**config.mk**
```make
export PLATFORM = sky130hd
export DESIGN_NAME = magnetometer_minmax_calibration
export DESIGN_NICKNAME = d
export VERILOG_FILES = /design/src/rtl/mmc_pkg.sv /design/src/rtl/mmc_div.sv /design/src/rtl/mmc_dp.sv /design/src/rtl/mmc_ctrl.sv /design/src/rtl/magnetometer_minmax_calibration.sv
export SDC_FILE = /design/constraint.sdc
export NUM_CORES = 2
export LEC_CHECK = 0
export BUFFER_PORTS_ARGS = -buffer_cell sky130_fd_sc_hd__buf_2
export CAP_MARGIN = 20
export CORE_ASPECT_RATIO = 1.4
export CORE_MARGIN = 2
export CORE_UTILIZATION = 25
export DETAILED_ROUTE_END_ITERATION = 12
export PLACE_DENSITY = 0.38
export SETUP_SLACK_MARGIN = 0.2
export SYNTH_ARGS = -nofsm -noshare
export SYNTH_HDL_FRONTEND = slang
export SYNTH_SLANG_ARGS = --single-unit
```
**constraint.sdc**
```tcl
create_clock -name clk -period 22.7 [get_ports clk]
set_input_delay 0 -clock clk [delete_from_list [all_inputs] [get_ports clk]]
set_output_delay 0 -clock clk [all_outputs]
set_load 0.005 [all_outputs]
```
**src/rtl/mmc_pkg.sv**
```systemverilog
package mmc_pkg;

  // Fixed field widths
  localparam int SMP_W = 16;
  localparam int CNT_W = 16;
  localparam int CFG_W = 16;
  localparam int TIME_W = 32;
  localparam int CMD_W = 3;
  localparam int CFG_IDX_W = 1;

  // Command codes
  typedef enum logic [CMD_W-1:0] {
    CMD_SAMPLE = 3'd0,
    CMD_START  = 3'd1,
    CMD_STOP   = 3'd2,
    CMD_CALC   = 3'd3,
    CMD_CLEAR  = 3'd4
  } cmd_e;

  // Configuration register indexes and reset values
  localparam logic [CFG_IDX_W-1:0] REG_MIN_SAMPLES = 1'd0;
  localparam logic [CFG_IDX_W-1:0] REG_MIN_RANGE   = 1'd1;
  localparam logic [CFG_W-1:0] MIN_SAMPLES_RST = 16'd10;
  localparam logic [CFG_W-1:0] MIN_RANGE_RST   = 16'd1;

  // Status codes
  localparam logic STATUS_OK     = 1'b0;
  localparam logic STATUS_REFUSE = 1'b1;

  typedef struct packed {
    logic [CMD_W-1:0]        command;
    logic signed [SMP_W-1:0] sample_x;
    logic signed [SMP_W-1:0] sample_y;
    logic signed [SMP_W-1:0] sample_z;
    logic [TIME_W-1:0]       sample_time;
  } in_item_t;

  typedef struct packed {
    logic signed [SMP_W-1:0] cal_x;
    logic signed [SMP_W-1:0] cal_y;
    logic signed [SMP_W-1:0] cal_z;
    logic [TIME_W-1:0]       out_time;
    logic                    status;
    logic                    calibrated;
    logic [CNT_W-1:0]        samples_taken;
  } out_item_t;

  // Controller to datapath commands
  typedef struct packed {
    logic exec;
    logic mul;
    logic div_load;
    logic div_store;
    logic commit;
  } ctrl_cmd_t;

  // Datapath to controller status
  typedef struct packed {
    logic [CMD_W-1:0] op;
    logic             refuse;
    logic             unity;
    logic             div_done;
    logic             last_axis;
    logic             out_free;
  } ctrl_stat_t;

endpackage

```
**src/rtl/mmc_div.sv**
```systemverilog
module mmc_div #(
  parameter int NW = 32,
  parameter int DW = 18
) (
  input  logic          clk,
  input  logic          rst,
  input  logic          start,
  input  logic [NW-1:0] dividend,
  input  logic [DW-1:0] divisor,
  output logic          done,
  output logic [NW-1:0] quotient
);

  localparam int CW = $clog2(NW + 1);

  logic [NW-1:0] num;
  logic [DW-1:0] den;
  logic [DW-1:0] rem;
  logic [CW-1:0] cnt;
  logic          busy;

  logic [DW:0]   trial;
  logic [DW:0]   diff;
  logic          ge;

  // One restoring step: bring down a bit, subtract if it fits
  always_comb begin
    trial = {rem, num[NW-1]};
    diff  = trial - {1'b0, den};
    ge    = (trial >= {1'b0, den});
  end

  always_ff @(posedge clk) begin
    if (rst) begin
      busy <= 1'b0;
      done <= 1'b0;
    end else begin
      done <= 1'b0;
      if (start) begin
        busy <= 1'b1;
      end else if (busy && (cnt == CW'(1))) begin
        busy <= 1'b0;
        done <= 1'b1;
      end
    end
  end

  // Shift quotient bits in behind the dividend
  always_ff @(posedge clk) begin
    if (start) begin
      num <= dividend;
      den <= divisor;
      rem <= '0;
      cnt <= CW'(NW);
    end else if (busy) begin
      rem <= ge ? diff[DW-1:0] : trial[DW-1:0];
      num <= {num[NW-2:0], ge};
      cnt <= cnt - CW'(1);
    end
  end

  assign quotient = num;

endmodule

```
**src/rtl/mmc_dp.sv**
```systemverilog
module mmc_dp #(
  parameter int SCALE_FRAC_BITS = 14
) (
  input  logic                              clk,
  input  logic                              rst,
  input  mmc_pkg::in_item_t                 in_data,
  input  logic                              in_load,
  input  logic                              cfg_we,
  input  logic [mmc_pkg::CFG_IDX_W-1:0]     cfg_index,
  input  logic [mmc_pkg::CFG_W-1:0]         cfg_data,
  input  mmc_pkg::ctrl_cmd_t                cmd,
  output mmc_pkg::ctrl_stat_t               stat,
  output mmc_pkg::out_item_t                out_data,
  output logic                              out_valid,
  input  logic                              out_ready
);

  localparam int SW  = mmc_pkg::SMP_W;
  localparam int F   = SCALE_FRAC_BITS;
  localparam int SCW = F + 4;
  localparam int DW  = SW + 2;
  localparam int NW  = DW + F;
  localparam int PW  = (SW + 1) + (SCW + 1);
  localparam int PSW = PW - F;
  localparam logic [SCW-1:0] SCALE_ONE = {4'b0001, {F{1'b0}}};
  localparam logic [SCW-1:0] SCALE_TOP = {SCW{1'b1}};
  localparam logic signed [SW-1:0] SMP_MAX = {1'b0, {(SW-1){1'b1}}};
  localparam logic signed [SW-1:0] SMP_MIN = {1'b1, {(SW-1){1'b0}}};
  localparam logic [mmc_pkg::CNT_W-1:0] CNT_TOP = {mmc_pkg::CNT_W{1'b1}};
  localparam logic [mmc_pkg::CNT_W-1:0] CNT_ONE = {{(mmc_pkg::CNT_W-1){1'b0}}, 1'b1};
  localparam logic [1:0] LAST_AXIS = 2'd2;

  // Architectural state
  logic [mmc_pkg::CFG_W-1:0] min_samples;
  logic [mmc_pkg::CFG_W-1:0] min_range;
  logic signed [SW-1:0]      offset [3];
  logic [SCW-1:0]            scale [3];
  logic                      cal_flag;
  logic signed [SW-1:0]      amin [3];
  logic signed [SW-1:0]      amax [3];
  logic [mmc_pkg::CNT_W-1:0] total;
  logic                      collecting;

  // Working registers
  mmc_pkg::in_item_t         item;
  logic signed [SW:0]        diff [3];
  logic signed [PW-1:0]      prod [3];
  logic [SW-1:0]             rng [3];
  logic [DW-1:0]             sum;
  logic signed [SW-1:0]      offs_st [3];
  logic [SCW-1:0]            scale_st [3];
  logic [1:0]                ax;
  mmc_pkg::out_item_t        out_q;
  logic                      out_valid_q;

  // Combinational values
  logic signed [SW-1:0]      raw [3];
  logic signed [SW:0]        span [3];
  logic signed [SW:0]        mid [3];
  logic [SW-1:0]             rng_n [3];
  logic signed [SW-1:0]      offs_n [3];
  logic [DW-1:0]             sum_n;
  logic [PSW-1:0]            sh [3];
  logic signed [SW-1:0]      sat [3];
  logic                      unity;
  logic                      div_start;
  logic                      div_done;
  logic [NW-1:0]             quot;
  logic [SCW-1:0]            quot_clamp;
  logic [DW-1:0]             divisor;

  // Next values applied at commit
  logic signed [SW-1:0]      cal_n [3];
  logic signed [SW-1:0]      offset_n [3];
  logic [SCW-1:0]            scale_n [3];
  logic signed [SW-1:0]      amin_n [3];
  logic signed [SW-1:0]      amax_n [3];
  logic                      flag_n;
  logic                      collecting_n;
  logic [mmc_pkg::CNT_W-1:0] total_n;
  logic                      status_n;
  logic                      refuse;

  always_comb begin
    raw[0] = item.sample_x;
    raw[1] = item.sample_y;
    raw[2] = item.sample_z;
  end

  // Ranges, midpoints and range sum from the collected extremes
  always_comb begin
    for (int i = 0; i < 3; i++) begin
      span[i]   = {amax[i][SW-1], amax[i]} - {amin[i][SW-1], amin[i]};
      mid[i]    = {amax[i][SW-1], amax[i]} + {amin[i][SW-1], amin[i]};
      rng_n[i]  = span[i][SW-1:0];
      offs_n[i] = mid[i][SW:1];
    end
    sum_n = {2'b00, rng_n[0]} + {2'b00, rng_n[1]} + {2'b00, rng_n[2]};
  end

  // Floor shift of the product and saturation to sample width
  always_comb begin
    for (int i = 0; i < 3; i++) begin
      sh[i] = prod[i][PW-1:F];
      if ((&sh[i][PSW-1:SW-1]) || !(|sh[i][PSW-1:SW-1])) begin
        sat[i] = sh[i][SW-1:0];
      end else begin
        sat[i] = sh[i][PSW-1] ? SMP_MIN : SMP_MAX;
      end
    end
  end

  // Scale divider, shared over the three axes
  assign unity     = (rng[ax] == '0) || (rng[ax] < min_range);
  assign div_start = cmd.div_load && !unity;
  assign divisor   = {2'b00, rng[ax]} + {1'b0, rng[ax], 1'b0};
  assign quot_clamp = (|quot[NW-1:SCW]) ? SCALE_TOP : quot[SCW-1:0];

  mmc_div #(
    .NW(NW),
    .DW(DW)
  ) u_div (
    .clk     (clk),
    .rst     (rst),
    .start   (div_start),
    .dividend({sum, {F{1'b0}}}),
    .divisor (divisor),
    .done    (div_done),
    .quotient(quot)
  );

  assign refuse = (total < min_samples);

  // Decide the effect of the request on state and result
  always_comb begin
    flag_n       = cal_flag;
    collecting_n = collecting;
    total_n      = total;
    status_n     = mmc_pkg::STATUS_OK;
    for (int i = 0; i < 3; i++) begin
      cal_n[i]    = '0;
      offset_n[i] = offset[i];
      scale_n[i]  = scale[i];
      amin_n[i]   = amin[i];
      amax_n[i]   = amax[i];
    end
    unique case (item.command)
      mmc_pkg::CMD_SAMPLE: begin
        for (int i = 0; i < 3; i++) begin
          cal_n[i] = cal_flag ? sat[i] : raw[i];
          if (collecting) begin
            if (total == '0) begin
              amin_n[i] = raw[i];
              amax_n[i] = raw[i];
            end else begin
              if (raw[i] < amin[i]) amin_n[i] = raw[i];
              if (raw[i] > amax[i]) amax_n[i] = raw[i];
            end
          end
        end
        if (collecting && (total != CNT_TOP)) begin
          total_n = total + CNT_ONE;
        end
      end
      mmc_pkg::CMD_START: begin
        for (int i = 0; i < 3; i++) begin
          amin_n[i] = '0;
          amax_n[i] = '0;
        end
        total_n      = '0;
        collecting_n = 1'b1;
      end
      mmc_pkg::CMD_STOP: begin
        collecting_n = 1'b0;
      end
      mmc_pkg::CMD_CALC: begin
        if (refuse) begin
          status_n = mmc_pkg::STATUS_REFUSE;
        end else begin
          for (int i = 0; i < 3; i++) begin
            offset_n[i] = offs_st[i];
            scale_n[i]  = scale_st[i];
          end
          flag_n = 1'b1;
        end
      end
      mmc_pkg::CMD_CLEAR: begin
        for (int i = 0; i < 3; i++) begin
          offset_n[i] = '0;
          scale_n[i]  = SCALE_ONE;
        end
        flag_n = 1'b0;
      end
      default: begin
      end
    endcase
  end

  // Configuration registers
  always_ff @(posedge clk) begin
    if (rst) begin
      min_samples <= mmc_pkg::MIN_SAMPLES_RST;
      min_range   <= mmc_pkg::MIN_RANGE_RST;
    end else if (cfg_we) begin
      if (cfg_index == mmc_pkg::REG_MIN_SAMPLES) begin
        min_samples <= cfg_data;
      end else begin
        min_range <= cfg_data;
      end
    end
  end

  // Calibration and collection state, updated at commit
  always_ff @(posedge clk) begin
    if (rst) begin
      cal_flag   <= 1'b0;
      collecting <= 1'b0;
      total      <= '0;
      for (int i = 0; i < 3; i++) begin
        offset[i] <= '0;
        scale[i]  <= SCALE_ONE;
        amin[i]   <= '0;
        amax[i]   <= '0;
      end
    end else if (cmd.commit) begin
      cal_flag   <= flag_n;
      collecting <= collecting_n;
      total      <= total_n;
      for (int i = 0; i < 3; i++) begin
        offset[i] <= offset_n[i];
        scale[i]  <= scale_n[i];
        amin[i]   <= amin_n[i];
        amax[i]   <= amax_n[i];
      end
    end
  end

  // Capture the request when it is accepted
  always_ff @(posedge clk) begin
    if (in_load) begin
      item <= in_data;
    end
  end

  // Stage registers for correction and calculate
  always_ff @(posedge clk) begin
    if (cmd.exec) begin
      ax  <= '0;
      sum <= sum_n;
      for (int i = 0; i < 3; i++) begin
        diff[i]    <= {raw[i][SW-1], raw[i]} - {offset[i][SW-1], offset[i]};
        rng[i]     <= rng_n[i];
        offs_st[i] <= offs_n[i];
      end
    end else if (cmd.div_load && unity) begin
      scale_st[ax] <= SCALE_ONE;
      ax           <= ax + 2'd1;
    end else if (cmd.div_store) begin
      scale_st[ax] <= quot_clamp;
      ax           <= ax + 2'd1;
    end
    if (cmd.mul) begin
      for (int i = 0; i < 3; i++) begin
        prod[i] <= diff[i] * $signed({1'b0, scale[i]});
      end
    end
  end

  // Output register
  always_ff @(posedge clk) begin
    if (rst) begin
      out_valid_q <= 1'b0;
    end else if (cmd.commit) begin
      out_valid_q <= 1'b1;
    end else if (out_ready) begin
      out_valid_q <= 1'b0;
    end
  end

  always_ff @(posedge clk) begin
    if (cmd.commit) begin
      out_q.cal_x         <= cal_n[0];
      out_q.cal_y         <= cal_n[1];
      out_q.cal_z         <= cal_n[2];
      out_q.out_time      <= item.sample_time;
      out_q.status        <= status_n;
      out_q.calibrated    <= flag_n;
      out_q.samples_taken <= total_n;
    end
  end

  assign out_data  = out_q;
  assign out_valid = out_valid_q;

  always_comb begin
    stat.op        = item.command;
    stat.refuse    = refuse;
    stat.unity     = unity;
    stat.div_done  = div_done;
    stat.last_axis = (ax == LAST_AXIS);
    stat.out_free  = !out_valid_q || out_ready;
  end

  // Collected extremes stay ordered
  a_minmax_order: assert property (@(posedge clk) disable iff (rst)
    (amin[0] <= amax[0]) && (amin[1] <= amax[1]) && (amin[2] <= amax[2]))
    else $error("axis minimum above maximum");

  // A result appears only through a commit
  a_out_from_commit: assert property (@(posedge clk) disable iff (rst)
    $rose(out_valid_q) |-> $past(cmd.commit))
    else $error("result without commit");

  // A waiting result holds until taken
  a_out_hold: assert property (@(posedge clk) disable iff (rst)
    (out_valid_q && !out_ready) |=> (out_valid_q && $stable(out_q)))
    else $error("waiting result changed or dropped");

endmodule

```
**src/rtl/mmc_ctrl.sv**
```systemverilog
module mmc_ctrl (
  input  logic                clk,
  input  logic                rst,
  input  logic                in_valid,
  output logic                in_ready,
  output logic                in_load,
  input  mmc_pkg::ctrl_stat_t stat,
  output mmc_pkg::ctrl_cmd_t  cmd
);

  typedef enum logic [5:0] {
    ST_IDLE   = 6'b000001,
    ST_EXEC   = 6'b000010,
    ST_MUL    = 6'b000100,
    ST_DLOAD  = 6'b001000,
    ST_DWAIT  = 6'b010000,
    ST_COMMIT = 6'b100000
  } state_t;

  state_t state;
  state_t state_next;

  assign in_ready = (state == ST_IDLE);
  assign in_load  = in_valid && in_ready;

  // Sequence each request through its steps
  always_comb begin
    state_next    = state;
    cmd           = '0;
    unique case (state)
      ST_IDLE: begin
        if (in_valid) state_next = ST_EXEC;
      end
      ST_EXEC: begin
        cmd.exec = 1'b1;
        if (stat.op == mmc_pkg::CMD_SAMPLE) begin
          state_next = ST_MUL;
        end else if ((stat.op == mmc_pkg::CMD_CALC) && !stat.refuse) begin
          state_next = ST_DLOAD;
        end else begin
          state_next = ST_COMMIT;
        end
      end
      ST_MUL: begin
        cmd.mul    = 1'b1;
        state_next = ST_COMMIT;
      end
      ST_DLOAD: begin
        cmd.div_load = 1'b1;
        if (!stat.unity) begin
          state_next = ST_DWAIT;
        end else if (stat.last_axis) begin
          state_next = ST_COMMIT;
        end
      end
      ST_DWAIT: begin
        if (stat.div_done) begin
          cmd.div_store = 1'b1;
          state_next    = stat.last_axis ? ST_COMMIT : ST_DLOAD;
        end
      end
      ST_COMMIT: begin
        if (stat.out_free) begin
          cmd.commit = 1'b1;
          state_next = ST_IDLE;
        end
      end
      default: begin
        state_next = ST_IDLE;
      end
    endcase
  end

  always_ff @(posedge clk) begin
    if (rst) begin
      state <= ST_IDLE;
    end else begin
      state <= state_next;
    end
  end

  // Commit never overwrites a result still waiting
  a_commit_free: assert property (@(posedge clk) disable iff (rst)
    cmd.commit |-> stat.out_free)
    else $error("commit into occupied output register");

  // Divider finishes only while waiting for it
  a_div_done_wait: assert property (@(posedge clk) disable iff (rst)
    stat.div_done |-> (state == ST_DWAIT))
    else $error("divider done outside wait state");

  // An accepted request is decoded next cycle
  a_accept_exec: assert property (@(posedge clk) disable iff (rst)
    in_load |=> (state == ST_EXEC))
    else $error("accepted request not decoded");

endmodule

```
**src/rtl/magnetometer_minmax_calibration.sv**
```systemverilog
// Min/max magnetometer calibration. Requests carry a command and a three-axis
// sample; every request gives exactly one result. Commands start and stop a
// collection phase that tracks per-axis extremes and a saturating count;
// calculate turns them into floored-midpoint offsets and Q4.SCALE_FRAC_BITS
// scales; clear drops back to pass-through. One request is in work at a time.
// A sample's result is registered through subtract, multiply, then saturate
// and commit steps, and the next request can be taken in the cycle after the
// commit. Start, stop, clear and a refused calculate go straight from decode
// to commit. A calculate that runs uses the shared restoring divider, which
// produces one quotient bit per cycle for each axis in turn, with a load and
// a store step per axis; an axis below the range threshold skips its divide.
// The next request is taken while a result waits in the output register; it
// then holds at its commit step until the result side takes the waiting one.
module magnetometer_minmax_calibration #(
  parameter int SCALE_FRAC_BITS = 14
) (
  input  logic                          clk,
  input  logic                          rst,
  input  logic                          in_valid,
  output logic                          in_ready,
  input  mmc_pkg::in_item_t             in_data,
  output logic                          out_valid,
  input  logic                          out_ready,
  output mmc_pkg::out_item_t            out_data,
  input  logic                          cfg_we,
  input  logic [mmc_pkg::CFG_IDX_W-1:0] cfg_index,
  input  logic [mmc_pkg::CFG_W-1:0]     cfg_data
);

  mmc_pkg::ctrl_cmd_t  cmd;
  mmc_pkg::ctrl_stat_t stat;
  logic                in_load;

  mmc_ctrl u_ctrl (
    .clk     (clk),
    .rst     (rst),
    .in_valid(in_valid),
    .in_ready(in_ready),
    .in_load (in_load),
    .stat    (stat),
    .cmd     (cmd)
  );

  mmc_dp #(
    .SCALE_FRAC_BITS(SCALE_FRAC_BITS)
  ) u_dp (
    .clk      (clk),
    .rst      (rst),
    .in_data  (in_data),
    .in_load  (in_load),
    .cfg_we   (cfg_we),
    .cfg_index(cfg_index),
    .cfg_data (cfg_data),
    .cmd      (cmd),
    .stat     (stat),
    .out_data (out_data),
    .out_valid(out_valid),
    .out_ready(out_ready)
  );

endmodule

```
==> run metrics <==
startpoint types register; number of I/O pins 205; transition time of the tightest slew-check pin 1.196 ns; slack of the critical path 14.69 ns; total power per unit cell area 121.9 nW/um^2; vias in the first global route 53020; layout net count 8685; fin. max-slew vios 0; cell taking the most area after synthesis sky130_fd_sc_hd__edfxtp_1; maximum resistive drop on vdd 180.8 uV; number of synthesized flops with an enable pin 700; post-route minimum period 8.013 ns; detailed-router iteration count before antenna repair 7; placed cells 10530; share of the clock period used by the worst path after layout 35.30%; setup total negative slack 0 ns; cell count after synthesis 6790; GR Overflow Total 0; per-cell via count in the routed design 4.417; clock buffer count from CTS 96; number of setup violations in the final report 0; Synth Flop Type sky130_fd_sc_hd__edfxtp_1; Post-Syn Area 69890 um^2; Synth Net Count 8346; initial drt markers 1888; post-detail-place hpwl 168000 um; Clock Skew 0.03689 ns; share of synthesized area occupied by flip-flops and latches 32.97%; cell at the slowest stage of the critical path sky130_fd_sc_hd__edfxtp_1; type of the worst setup path reg -> reg; number of antenna violations at the first check in global routing 9; MaxCap Viol Count 0; clock tree sinks 801; maximum number of buffers from clock root to sink 3; fraction of met1 tracks used by global routing 17.47%; Top cell by count, worst path sky130_fd_sc_hd__fa_1; Via Count 48180; total global routing track utilization 15.33%; data required time of the critical path 23.16 ns; vertical die dimension 629.6 um; most area-consuming cells after synthesis sky130_fd_sc_hd__edfxtp_1 (30%), sky130_fd_sc_hd__fa_1 (21%), sky130_fd_sc_hd__ha_1 (13%); met2 track utilization from global routing 29.64%; crit path DAT 8.47 ns; busiest layer in global routing met2; wire length of the first global-routing pass 330500 um; synthesized flop and latch total 801; Die Area 283900 um^2; static leakage 35.33 nW; Resized Gates After CTS 0; Max Freq 124.8 MHz; crit-path max FO 17; count of buffers from port buffering 204; Row Count 229; number of distinct library cell variants in the gate-level netlist after synthesis 75; Post-synth ARST share 0%; Clk Tree Root Cell sky130_fd_sc_hd__clkbuf_16; worst path cell trace nand2_1 > fa_1 > inv_1 > fa_1 > fa_1 > fa_1 > fa_1 > inv_1 > fa_1 > inv_1 > ha_1 > a21oi_1 > o21ai_0 > nor4bb_1 > a2111oi_0 > a31oi_1 > o21ai_0 > and2_1 > a311oi_1 > xnor2_1; Final Non-Filler Cells 10910; clock tree from TritonCTS built; initial core utilization 25.15%; final hold violation count 0; floorplan die width 450.9 um; total wire length 218100 um; share of layout cells above drive strength 1 6.437%; Wirelength per Cell 19.99 um; area share of the largest cell type after synthesis 30.07%; remaining max-slew budget at the tightest pin 19.42%; Floorplan Core Area 277900 um^2; RSZ-0062 raised after global routing no; worst slack, placed 14.67 ns; DP Area 75260 um^2; Post-Synthesis Mean Instance Area 10.29 um^2; ANT nets after route 0; maximum number of pins on one net before global-route repair 85; Yosys warnings 0; worst hold path type in -> reg; DRC violation count after routing 0; Setup Buffers After CTS 0; Setup crit end kind register; CTS clk-pin slew, worst paths 0.07 ns; Synth-to-Final Area Change 15.11%; later-pin clock latency in the skew report 0.73 ns; global-route met3 utilization 1.574%; status finished, final reports clean; Final GP Congestion 0.7908; Hold Worst Slack 0.06625 ns; H-tree depth 3; CP peak stage delay 0.94 ns; quantity of hold-fixing buffers added after cts 192; final cell area excluding filler cells 80460 um^2
==> critical path, delay by kind of cell (launching register included) <==
kind,cells,cell delay (ns)
AOI/OAI and AO/OA,6,2.55
xor gates and xnor gates,1,0.14
adders and majority gates,7,3.33
buffers and inverters,3,0.15
DFF,1,0.94
and+or+nand+nor,3,0.64
==> cell type report <==
type	count	area, um^2
antenna	4	10.01
clock buffer	123	2626
clock inverter	54	624.3
fill	29140	197500
inverter	1153	4338
multi-input combinational	4620	41790
sequential	801	23040
tap	3696	4624
timing repair buffer	457	3405
==> cells in the mapped netlist, types with 64 or more instances <==
master and count:
sky130_fd_sc_hd__nor2_1 313, sky130_fd_sc_hd__and2_1 589, sky130_fd_sc_hd__a21o_1 86, sky130_fd_sc_hd__a21oi_1 258, sky130_fd_sc_hd__nor3_1 67, sky130_fd_sc_hd__edfxtp_1 700, sky130_fd_sc_hd__fa_1 727, sky130_fd_sc_hd__dfxtp_1 101
sky130_fd_sc_hd__nand2b_1 69, sky130_fd_sc_hd__nand2_1 699, sky130_fd_sc_hd__nand3_1 64, sky130_fd_sc_hd__o21ai_0 182, sky130_fd_sc_hd__xnor2_1 169, sky130_fd_sc_hd__inv_1 1152, sky130_fd_sc_hd__clkbuf_1 209, sky130_fd_sc_hd__ha_1 724
==> kinds of logic (layout without fill, tap and decap cells) <==
group           count (synthesis)  in the layout  synth area share [%]
flops                         801            801                 32.97
compound gates                855            855                 7.825
other cells                     0              4                     0
fa+ha+maj                    1451           1451                 33.78
buf+inv                      1369           1787                 7.356
simple gates                 2035           2035                 14.49
mux                            48             48                0.6892
xor+xnor                      231            231                 2.895
==> per-layer routing <==
metal / vias to the layer above / part of all wire [%]
li1: 22910 / -
met1: 24360 / 40
met2: 678 / 54
met3: 228 / 2.8
met4: 0 / 3.0
met5: - / 0
==> through the flow <==
stage / utilization, % / total power [W]
finish: 28.95 / 0.009810
detailed placement: 27.08 / 0.008288
global placement: 27.07 / 0.008335
global route: 28.95 / 0.01081
floorplan: - / 0.006368
CTS: 28.94 / 0.01008
==> flip-flops by register name, indices dropped and copies added (netlist names), 2 cells and up, named ones only <==
register,count
u_dp.diff,51
u_ctrl.state,6
u_dp.prod,66
u_dp.amax,48
u_dp.scale,54
u_dp.scale_st,54
u_dp.offs_st,48
u_dp.rng,48
u_dp.sum,18
u_dp.out_data,98
u_dp.u_div.den,18
u_dp.stat,3
u_dp.min_samples,16
u_dp.u_div.rem,18
u_dp.amin,48
u_dp.offset,48
u_dp.item,80
u_dp.u_div.quotient,32
u_dp.total,16
u_dp.min_range,16
u_dp.u_div.cnt,6
u_dp.ax,2
==> final timing paths <==
path / slack, ns / endpoint / from / depth (start not counted)
worst max-delay path: 14.69 / u_dp.prod[0][35] / u_dp.scale[0][10] / 20
worst min-delay path: 0.07 / u_dp.item[23] / in_data[23] / 2
worst max register to register: 14.69 / u_dp.prod[0][35] / u_dp.scale[0][10] / 20
worst min register to register: 0.42 / u_dp.out_data[34] / u_dp.item[16] / 0
==> report_power, final <==
part	switching, W	total (W)	leakage, nW	internal, W
Combinational	0.00353	0.00598	26.2	0.00244
Clock	0.000703	0.00164	1.58	0.000938
Sequential	0.000168	0.00219	7.55	0.00202
Total	0.00441	0.00981	35.3	0.00540
==> placed cells by master, fill, tap and decap left out, types with 20 or more instances in the layout <==
| master | instances |
|---|---|
| sky130_fd_sc_hd__a211oi_1 | 40 |
| sky130_fd_sc_hd__a21o_1 | 86 |
| sky130_fd_sc_hd__a21oi_1 | 257 |
| sky130_fd_sc_hd__a31oi_1 | 20 |
| sky130_fd_sc_hd__and2_1 | 588 |
| sky130_fd_sc_hd__and3_1 | 33 |
| sky130_fd_sc_hd__buf_2 | 204 |
| sky130_fd_sc_hd__buf_4 | 60 |
| sky130_fd_sc_hd__clkbuf_16 | 98 |
| sky130_fd_sc_hd__dfxtp_1 | 99 |
| sky130_fd_sc_hd__dlygate4sd3_1 | 192 |
| sky130_fd_sc_hd__edfxtp_1 | 700 |
| sky130_fd_sc_hd__fa_1 | 727 |
| sky130_fd_sc_hd__ha_1 | 724 |
| sky130_fd_sc_hd__inv_1 | 1150 |
| sky130_fd_sc_hd__mux2i_1 | 47 |
| sky130_fd_sc_hd__nand2_1 | 699 |
| sky130_fd_sc_hd__nand2b_1 | 68 |
| sky130_fd_sc_hd__nand3_1 | 64 |
| sky130_fd_sc_hd__nand4_1 | 38 |
| sky130_fd_sc_hd__nor2_1 | 313 |
| sky130_fd_sc_hd__nor2b_1 | 51 |
| sky130_fd_sc_hd__nor3_1 | 63 |
| sky130_fd_sc_hd__nor4_1 | 27 |
| sky130_fd_sc_hd__o211ai_1 | 29 |
| sky130_fd_sc_hd__o21a_1 | 55 |
| sky130_fd_sc_hd__o21ai_0 | 182 |
| sky130_fd_sc_hd__o21bai_1 | 26 |
| sky130_fd_sc_hd__or3_1 | 32 |
| sky130_fd_sc_hd__xnor2_1 | 169 |
| sky130_fd_sc_hd__xor2_1 | 62 |
No activity file was read; power rests on OpenSTA's default activity.
